`config.mk`:
```
export PLATFORM = sky130hd
export DESIGN_NAME = exclusive_time_profiler_unit
export DESIGN_NICKNAME = d
export VERILOG_FILES = /design/src/etp_pkg.sv /design/src/exclusive_time_profiler_unit.sv
export SDC_FILE = /design/constraint.sdc
export NUM_CORES = 2
export LEC_CHECK = 0
export BUFFER_PORTS_ARGS = -buffer_cell sky130_fd_sc_hd__buf_2
export CORE_MARGIN = 8
export CORE_UTILIZATION = 46
export DETAILED_ROUTE_END_ITERATION = 8
export SLEW_MARGIN = 20
export SYNTH_ARGS = -nofsm -noshare
export SYNTH_HDL_FRONTEND = slang
export SYNTH_SLANG_ARGS = --single-unit
```
`constraint.sdc`:
```
create_clock -name clk -period 5.8 [get_ports clk]
set_clock_uncertainty 0.05 [all_clocks]
set_input_delay 1.16 -clock clk [delete_from_list [all_inputs] [get_ports clk]]
set_output_delay 1.16 -clock clk [all_outputs]
set_load 0.02 [all_outputs]
```
`src/etp_pkg.sv`:
```
// Package for the exclusive time profiler: widths, codes and state encoding.
package etp_pkg;

	// The timestamp and accumulator fields are fixed at 32 bits.
	localparam int TIME_BITS = 32;
	localparam logic [TIME_BITS-1:0] TIME_MAX = {TIME_BITS{1'b1}};

	// Default sizes for the top-level parameters.
	localparam int NUM_FUNCS_DEF   = 64;
	localparam int STACK_DEPTH_DEF = 32;

	// Field widths on the streaming ports.
	localparam int REQ_W   = 2;
	localparam int ID_W    = 6;
	localparam int STAT_W  = 2;
	localparam int DEPTH_W = 6;
	localparam int IN_DW   = 40;
	localparam int OUT_DW  = 40;

	// Request codes carried in the input tuser.
	typedef enum logic [REQ_W-1:0] {
		REQ_START = 2'd0,
		REQ_END   = 2'd1,
		REQ_READ  = 2'd2,
		REQ_NONE  = 2'd3
	} req_t;

	// Status codes carried in the output tuser.
	typedef enum logic [STAT_W-1:0] {
		ST_OK        = 2'd0,
		ST_OVERFLOW  = 2'd1,
		ST_UNDERFLOW = 2'd2,
		ST_BACKWARD  = 2'd3
	} status_t;

	// Sequencer states.
	typedef enum logic [2:0] {
		S_CLEAR,
		S_IDLE,
		S_TOP,
		S_ACC,
		S_OUT
	} state_t;

endpackage

```
`src/exclusive_time_profiler_unit.sv`:
```
// Top level of the exclusive time profiler: call stack and accumulator memories with sequencer.
//
// The profiler takes trace items (start, end, read) on the slave stream and returns one result
// item per input item on the master stream. Each item passes through the sequencer steps in order: accept,
// which also reads the top of the call stack from its memory, read the accumulator from its
// memory, write back the credited total and the stack, then move the result into the output
// register once it is free. No new item is accepted until the last has moved there. The chain
// of two dependent synchronous memory reads sets this sequence. After reset the accumulator
// memory is cleared one entry per cycle, and no item is accepted during that pass. A new item
// may be accepted while the previous result still waits in the output register; the next
// result waits until that register is free.
module exclusive_time_profiler_unit #(
	parameter int NUM_FUNCS   = etp_pkg::NUM_FUNCS_DEF,
	parameter int STACK_DEPTH = etp_pkg::STACK_DEPTH_DEF
) (
	input  logic                        clk,
	input  logic                        arst_n,
	// Input items.
	input  logic                        s_axis_tvalid,
	output logic                        s_axis_tready,
	// tdata from bit 0: func_id[5:0], timestamp[37:6], zero pad[39:38].
	input  logic [etp_pkg::IN_DW-1:0]   s_axis_tdata,
	// tuser: req_type[1:0].
	input  logic [etp_pkg::REQ_W-1:0]   s_axis_tuser,
	// Result items.
	output logic                        m_axis_tvalid,
	input  logic                        m_axis_tready,
	// tdata from bit 0: read_value[31:0], stack_depth[37:32], zero pad[39:38].
	output logic [etp_pkg::OUT_DW-1:0]  m_axis_tdata,
	// tuser: status[1:0].
	output logic [etp_pkg::STAT_W-1:0]  m_axis_tuser
);

	import etp_pkg::*;

	localparam int FW  = $clog2(NUM_FUNCS);
	localparam int SW  = $clog2(STACK_DEPTH);
	localparam int SPW = $clog2(STACK_DEPTH + 1);

	// Memories.
	logic [ID_W-1:0]      call_stack [STACK_DEPTH];
	logic [TIME_BITS-1:0] acc_mem    [NUM_FUNCS];

	// Sequencer and architectural state.
	state_t               state_q, state_d;
	logic [FW-1:0]        clr_q;
	logic [SPW-1:0]       sp_q;
	logic [TIME_BITS-1:0] resume_q;

	// Latched item and per-item decisions.
	req_t                 req_q;
	logic [ID_W-1:0]      id_q;
	logic [TIME_BITS-1:0] ts_q;
	logic [ID_W-1:0]      stack_rd_q;
	logic [TIME_BITS-1:0] acc_rd_q;
	logic [TIME_BITS:0]   inc_q;
	logic                 credit_q;
	logic                 push_q;
	logic                 pop_q;
	logic                 tgt_ok_q;
	logic [FW-1:0]        tgt_addr_q;
	status_t              status_q;

	// Output register.
	logic                 m_valid_q;
	logic [OUT_DW-1:0]    m_data_q;
	logic [STAT_W-1:0]    m_user_q;

	// Combinational signals.
	logic                 acc_we;
	logic [FW-1:0]        acc_wa;
	logic [TIME_BITS-1:0] acc_wd;
	logic                 accept;
	logic                 out_load;
	logic [ID_W-1:0]      tgt_id;
	logic [31:0]          tgt_ext;
	logic                 tgt_ok;
	logic                 full;
	logic                 empty;
	logic                 ts_lt;
	logic                 ts_back_end;
	logic [TIME_BITS+1:0] acc_sum;
	logic [TIME_BITS-1:0] acc_sat;
	logic [SPW-1:0]       sp_top;
	logic [31:0]          sp_ext;
	logic [TIME_BITS-1:0] out_value;
	logic [TIME_BITS:0]   inc_d;
	logic                 credit_d;
	logic                 push_d;
	logic                 pop_d;
	status_t              status_d;

	assign accept   = s_axis_tvalid && s_axis_tready;
	assign out_load = (state_q == S_OUT) && (!m_valid_q || m_axis_tready);

	// Decisions taken once the stack top is known.
	assign tgt_id      = (req_q == REQ_READ) ? id_q : stack_rd_q;
	assign tgt_ext     = 32'(tgt_id);
	assign tgt_ok      = tgt_ext < 32'(NUM_FUNCS);
	assign full        = 32'(sp_q) >= 32'(STACK_DEPTH);
	assign empty       = (sp_q == '0);
	assign ts_lt       = ts_q < resume_q;
	assign ts_back_end = ({1'b0, ts_q} + {{TIME_BITS{1'b0}}, 1'b1}) < {1'b0, resume_q};
	assign sp_top      = sp_q - SPW'(1);

	// Saturating accumulate.
	assign acc_sum = {2'b00, acc_rd_q} + {1'b0, inc_q};
	assign acc_sat = (acc_sum > {2'b00, TIME_MAX}) ? TIME_MAX : acc_sum[TIME_BITS-1:0];

	assign sp_ext    = 32'(sp_q);
	assign out_value = ((req_q == REQ_READ) && tgt_ok_q) ? acc_rd_q : '0;

	// Sequencer state register.
	always_ff @(posedge clk or negedge arst_n) begin
		if (!arst_n) begin
			state_q <= S_CLEAR;
		end else begin
			state_q <= state_d;
		end
	end

	// Next state and memory write controls.
	always_comb begin
		state_d       = state_q;
		s_axis_tready = 1'b0;
		acc_we        = 1'b0;
		acc_wa        = tgt_addr_q;
		acc_wd        = acc_sat;
		case (state_q)
			S_CLEAR: begin
				acc_we = 1'b1;
				acc_wa = clr_q;
				acc_wd = '0;
				if (clr_q == FW'(NUM_FUNCS - 1)) begin
					state_d = S_IDLE;
				end
			end
			S_IDLE: begin
				s_axis_tready = 1'b1;
				if (s_axis_tvalid) begin
					state_d = S_TOP;
				end
			end
			S_TOP: begin
				state_d = S_ACC;
			end
			S_ACC: begin
				acc_we  = credit_q;
				state_d = S_OUT;
			end
			S_OUT: begin
				if (out_load) begin
					state_d = S_IDLE;
				end
			end
			default: begin
				state_d = S_IDLE;
			end
		endcase
	end

	// Clearing pass counter.
	always_ff @(posedge clk or negedge arst_n) begin
		if (!arst_n) begin
			clr_q <= '0;
		end else if (state_q == S_CLEAR) begin
			clr_q <= clr_q + FW'(1);
		end
	end

	// Call stack memory: the top entry is read every cycle, a push writes in the update step.
	always_ff @(posedge clk) begin
		stack_rd_q <= call_stack[sp_top[SW-1:0]];
		if (state_q == S_ACC && push_q) begin
			call_stack[sp_q[SW-1:0]] <= id_q;
		end
	end

	// Accumulator memory: read once per item, written by the clearing pass or a credit.
	always_ff @(posedge clk) begin
		if (state_q == S_TOP) begin
			acc_rd_q <= acc_mem[tgt_ext[FW-1:0]];
		end
		if (acc_we) begin
			acc_mem[acc_wa] <= acc_wd;
		end
	end

	// Item capture on acceptance.
	always_ff @(posedge clk) begin
		if (accept) begin
			req_q <= req_t'(s_axis_tuser);
			id_q  <= s_axis_tdata[ID_W-1:0];
			ts_q  <= s_axis_tdata[ID_W +: TIME_BITS];
		end
	end

	// Per-item decisions from the latched item and the stack top.
	always_comb begin
		inc_d    = '0;
		credit_d = 1'b0;
		push_d   = 1'b0;
		pop_d    = 1'b0;
		status_d = ST_OK;
		case (req_q)
			REQ_START: begin
				if (full) begin
					status_d = ST_OVERFLOW;
				end else begin
					push_d = 1'b1;
					if (ts_lt) begin
						status_d = ST_BACKWARD;
					end
					credit_d = !empty && !ts_lt && tgt_ok;
					inc_d    = {1'b0, ts_q - resume_q};
				end
			end
			REQ_END: begin
				if (empty) begin
					status_d = ST_UNDERFLOW;
				end else begin
					pop_d = 1'b1;
					if (ts_back_end) begin
						status_d = ST_BACKWARD;
					end
					credit_d = !ts_lt && tgt_ok;
					inc_d    = {1'b0, ts_q - resume_q} + {{TIME_BITS{1'b0}}, 1'b1};
				end
			end
			default: begin
			end
		endcase
	end

	// Per-item decisions, taken while the accumulator is being read.
	always_ff @(posedge clk) begin
		if (state_q == S_TOP) begin
			tgt_ok_q   <= tgt_ok;
			tgt_addr_q <= tgt_ext[FW-1:0];
			inc_q      <= inc_d;
			credit_q   <= credit_d;
			push_q     <= push_d;
			pop_q      <= pop_d;
			status_q   <= status_d;
		end
	end

	// Stack pointer and first uncredited tick.
	always_ff @(posedge clk or negedge arst_n) begin
		if (!arst_n) begin
			sp_q     <= '0;
			resume_q <= '0;
		end else if (state_q == S_ACC) begin
			if (push_q) begin
				sp_q     <= sp_q + SPW'(1);
				resume_q <= ts_q;
			end else if (pop_q) begin
				sp_q     <= sp_top;
				resume_q <= (ts_q == TIME_MAX) ? TIME_MAX : ts_q + TIME_BITS'(1);
			end
		end
	end

	// Output register: loaded when free, cleared when taken.
	always_ff @(posedge clk or negedge arst_n) begin
		if (!arst_n) begin
			m_valid_q <= 1'b0;
		end else if (out_load) begin
			m_valid_q <= 1'b1;
		end else if (m_axis_tready) begin
			m_valid_q <= 1'b0;
		end
	end

	always_ff @(posedge clk) begin
		if (out_load) begin
			m_data_q <= {2'b00, sp_ext[DEPTH_W-1:0], out_value};
			m_user_q <= status_q;
		end
	end

	assign m_axis_tvalid = m_valid_q;
	assign m_axis_tdata  = m_data_q;
	assign m_axis_tuser  = m_user_q;

endmodule
```
==> flow_summary.ini <==
[status]
status = complete, no violations

[sta]
hold_violations = 0
worst_pin_slew_ns = 1.198
rsz0062_at_grt = no
setup_tns_ns = 0
final_max_slew_viol_count = 0
period_minus_slack_ns = 4.929
setup_viol = 0
max-slew-margin-rel = 0.1839
fmax_mhz = 202.9
period_share = 0.8498

[die]
dieArea_um2 = 237500
die_h_um = 487.3
initial_core_util = 0.4610
ios = 90
rows = 173
core-area_um2 = 221700
die_x_um = 487.3

[clocking]
cts_resized = 0
clock-sinks = 2450
numCtsBuffers = 239
cts_tree = built
clock-root-buffer = clkbuf_16
htreeDepth = 4
clk_pin_slew_worst_paths_ns = 0.06
cts_buffer_depth = 3
insertion_delay_ns = 0.88
ctsHoldBuffers = 0
cts_setup_buffers = 0

[final_layout]
n_fill_cell = 18600
area_delta_synth_final_pct = 13.69
multi_input_area_um2 = 27610
register_area_um2 = 73270
final_nets = 8285
drive_gt1_frac = 0.1148
utilization = 0.5241
final_area_um2 = 116200

[detailed_routing]
wl_per_cell_um = 25.67
routed_wl_um = 290700
avgViaCountPerCell = 5.900
ant_nets = 0
vias = 66810
drc_errors = 0
drtIter0Drc = 7244
firstDrtPassIters = 6

[synth]
syn_inst = 7992
synth_fa_ha_area_frac = 0.01313
synth-compound-area-share = 0.06038
yosysWarningCount = 0
synth.area.top_cells = edfxtp_1 (70%), nand2_1 (8.1%), nand3_1 (5.2%), a311oi_1 (3.0%), clkbuf_1 (1.6%)
syn_area_per_cell_um2 = 12.79
yosys.area.top_type = edfxtp_1
syn-cell-area_um2 = 102200
async_reset_ff_frac = 0.01959
synth_cell_types = 89
ys_seq_area_frac = 0.7170
ys_ff_latch = 2450
muxShareOfSynthArea = 0.01477
synth_edf_count = 2396
synth_top_family_by_area = simple AND/OR/NAND/NOR gates
yosysTopAreaCellShare = 0.7041
synth_common_cells = edfxtp_1 (2,396), nand2_1 (2,200), nand3_1 (1,063), clkbuf_1 (444), a311oi_1 (353)
synthSimpleGateAreaFrac = 0.1625
post-synth-top-count-cell = edfxtp_1
synth_ff_type = edfxtp_1
synth_xor_area_frac = 0.01010

[placed_design]
place_hpwl_um = 169900
portBuffers = 85
placed_cell_area_um2 = 108400
place_congestion = 0.8680

[power_and_ir_drop]
p_comb_frac = 0.409
switchingPower_mw = 28.25
seq_power_share = 0.372
power.density_nw_per_um2 = 606.3
internal_power_mw = 42.18
max-vdd-ir-drop_mv = 0.9118
clkPwrFrac = 0.219
p_leak_nw = 39.88
swShare = 0.4012

[global_routing]
grt_pass1_wl_um = 424600
antenna_found_initial = 8
grt_max_degree = 107
grt-ovfl-total = 0
grt_use_total = 0.2374
grt_pass1_vias = 63610

[setup_path]
required_ns = 6.30
crit_type = reg2reg
worst_ep_arrival_time_ns = 5.43
crit_fanout = 32
crit_path_end_kind = flip-flop
worstSetupStartpointType = flip-flop

[hold_path]
hp-class = reg2reg

[run]
max-cap-violations = 0
==> path summary, 6_finish.rpt <==
check,startpoint,endpoint,slack [ns],depth (start not counted)
min in group asynchronous,arst_n,sp_q[0],0.39,2
worst min-delay path,status_q[1],m_axis_tuser[1],0.37,0
worst max-delay path,acc_rd_q[1],acc_mem[27][28],0.87,15
max in group asynchronous,arst_n,sp_q[0],4.75,2
worst min register to register,status_q[1],m_axis_tuser[1],0.37,0
worst max register to register,acc_rd_q[1],acc_mem[27][28],0.87,15
==> kinds of logic (layout without fill, tap and decap cells) <==
| family | count (synthesis) | in the layout |
|---|---|---|
| other cells | 1 | 5 |
| mux | 75 | 75 |
| flops | 2450 | 2450 |
| xor+xnor | 117 | 117 |
| fa+ha+maj | 106 | 106 |
| compound gates | 848 | 848 |
| buf+inv | 588 | 941 |
| simple gates | 3807 | 3807 |
==> power groups by stage <==
stage | clock network, mW | registers, mW | logic (mW)
finish | 15.4 | 26.2 | 28.8
global route | 16.2 | 26.3 | 30.8
CTS | 15.6 | 26.2 | 28.7
detailed placement | 0 | 26.6 | 28.5
global placement | 0 | 26.5 | 28.0
floorplan | 0 | 26.7 | 16.1
==> layout make-up <==
cell class	instances	area share
well taps	2975	0.03204
clock inverters	149	0.01232
multi-input cells	4955	0.2376
inverters	71	0.002466
diodes	3	0.00006462
repair buffers	416	0.03035
flip-flops and latches	2450	0.6307
clock buffers	305	0.05441
==> sequential cells by signal, summed over array words and instances, names as in the netlist <==
register       flops
inc_q             33
call_stack       192
m_axis_tvalid      1
acc_mem         2048
state_q            3
pop_q              1
clr_q              6
m_axis_tuser       2
tgt_addr_q         6
credit_q           1
m_axis_tdata      38
push_q             1
resume_q          32
ts_q              32
req_q              2
sp_q               6
stack_rd_q         6
id_q               6
status_q           2
acc_rd_q          32
==> through the flow <==
step / hold slack (ns) / cells / power, mW / worst slack (ns)
after global placement: 0.3604 / 10860 / 54.56 / 1.002
final: 0.3697 / 11320 / 70.43 / 0.8710
after CTS: 0.3442 / 11320 / 70.45 / 0.9192
after detailed placement: 0.3736 / 10870 / 55.11 / 0.9794
after floorplan: 0.3503 / 7993 / 42.78 / 0.8233
after global routing: 0.3651 / 11320 / 73.37 / 0.6791
==> layer usage <==
layer,up-vias,track usage,wire [um]
li1,29940,-,-
met1,33500,0.3312,119200
met2,2877,0.3806,136300
met3,490,0.04055,24680
met4,4,0.07978,10400
met5,-,0,26
==> worst max-delay path: stages (launching register included) <==
cell and delay (ns):
edfxtp_1 0.42, ha_1 0.31, a21o_1 0.16, a21o_1 0.20, a21oi_1 0.23, a21oi_1 0.21, a221o_1 0.33, buf_4 0.17
a221oi_2 0.42, o31ai_1 0.18, a2111oi_0 0.58, or2_2 0.26, buf_4 0.30, a21oi_4 0.20, buf_16 0.25, buf_4 0.26
==> cells in the final DEF (no fill, tap or decap), types with 46 or more instances in the layout <==
| cell | n |
|---|---|
| a21o_1 | 47 |
| a21oi_1 | 139 |
| a311oi_1 | 353 |
| and3_1 | 152 |
| buf_12 | 46 |
| buf_2 | 85 |
| buf_4 | 283 |
| clkbuf_1 | 59 |
| clkbuf_16 | 241 |
| clkinv_1 | 63 |
| dfrtp_1 | 47 |
| edfxtp_1 | 2396 |
| ha_1 | 103 |
| inv_1 | 67 |
| mux4_2 | 60 |
| nand2_1 | 2200 |
| nand3_1 | 1063 |
| nor2_1 | 104 |
| nor2_4 | 65 |
| nor3_1 | 49 |
| o21ai_0 | 94 |
| xnor2_1 | 73 |
No activity file was read; power rests on OpenSTA's default activity.
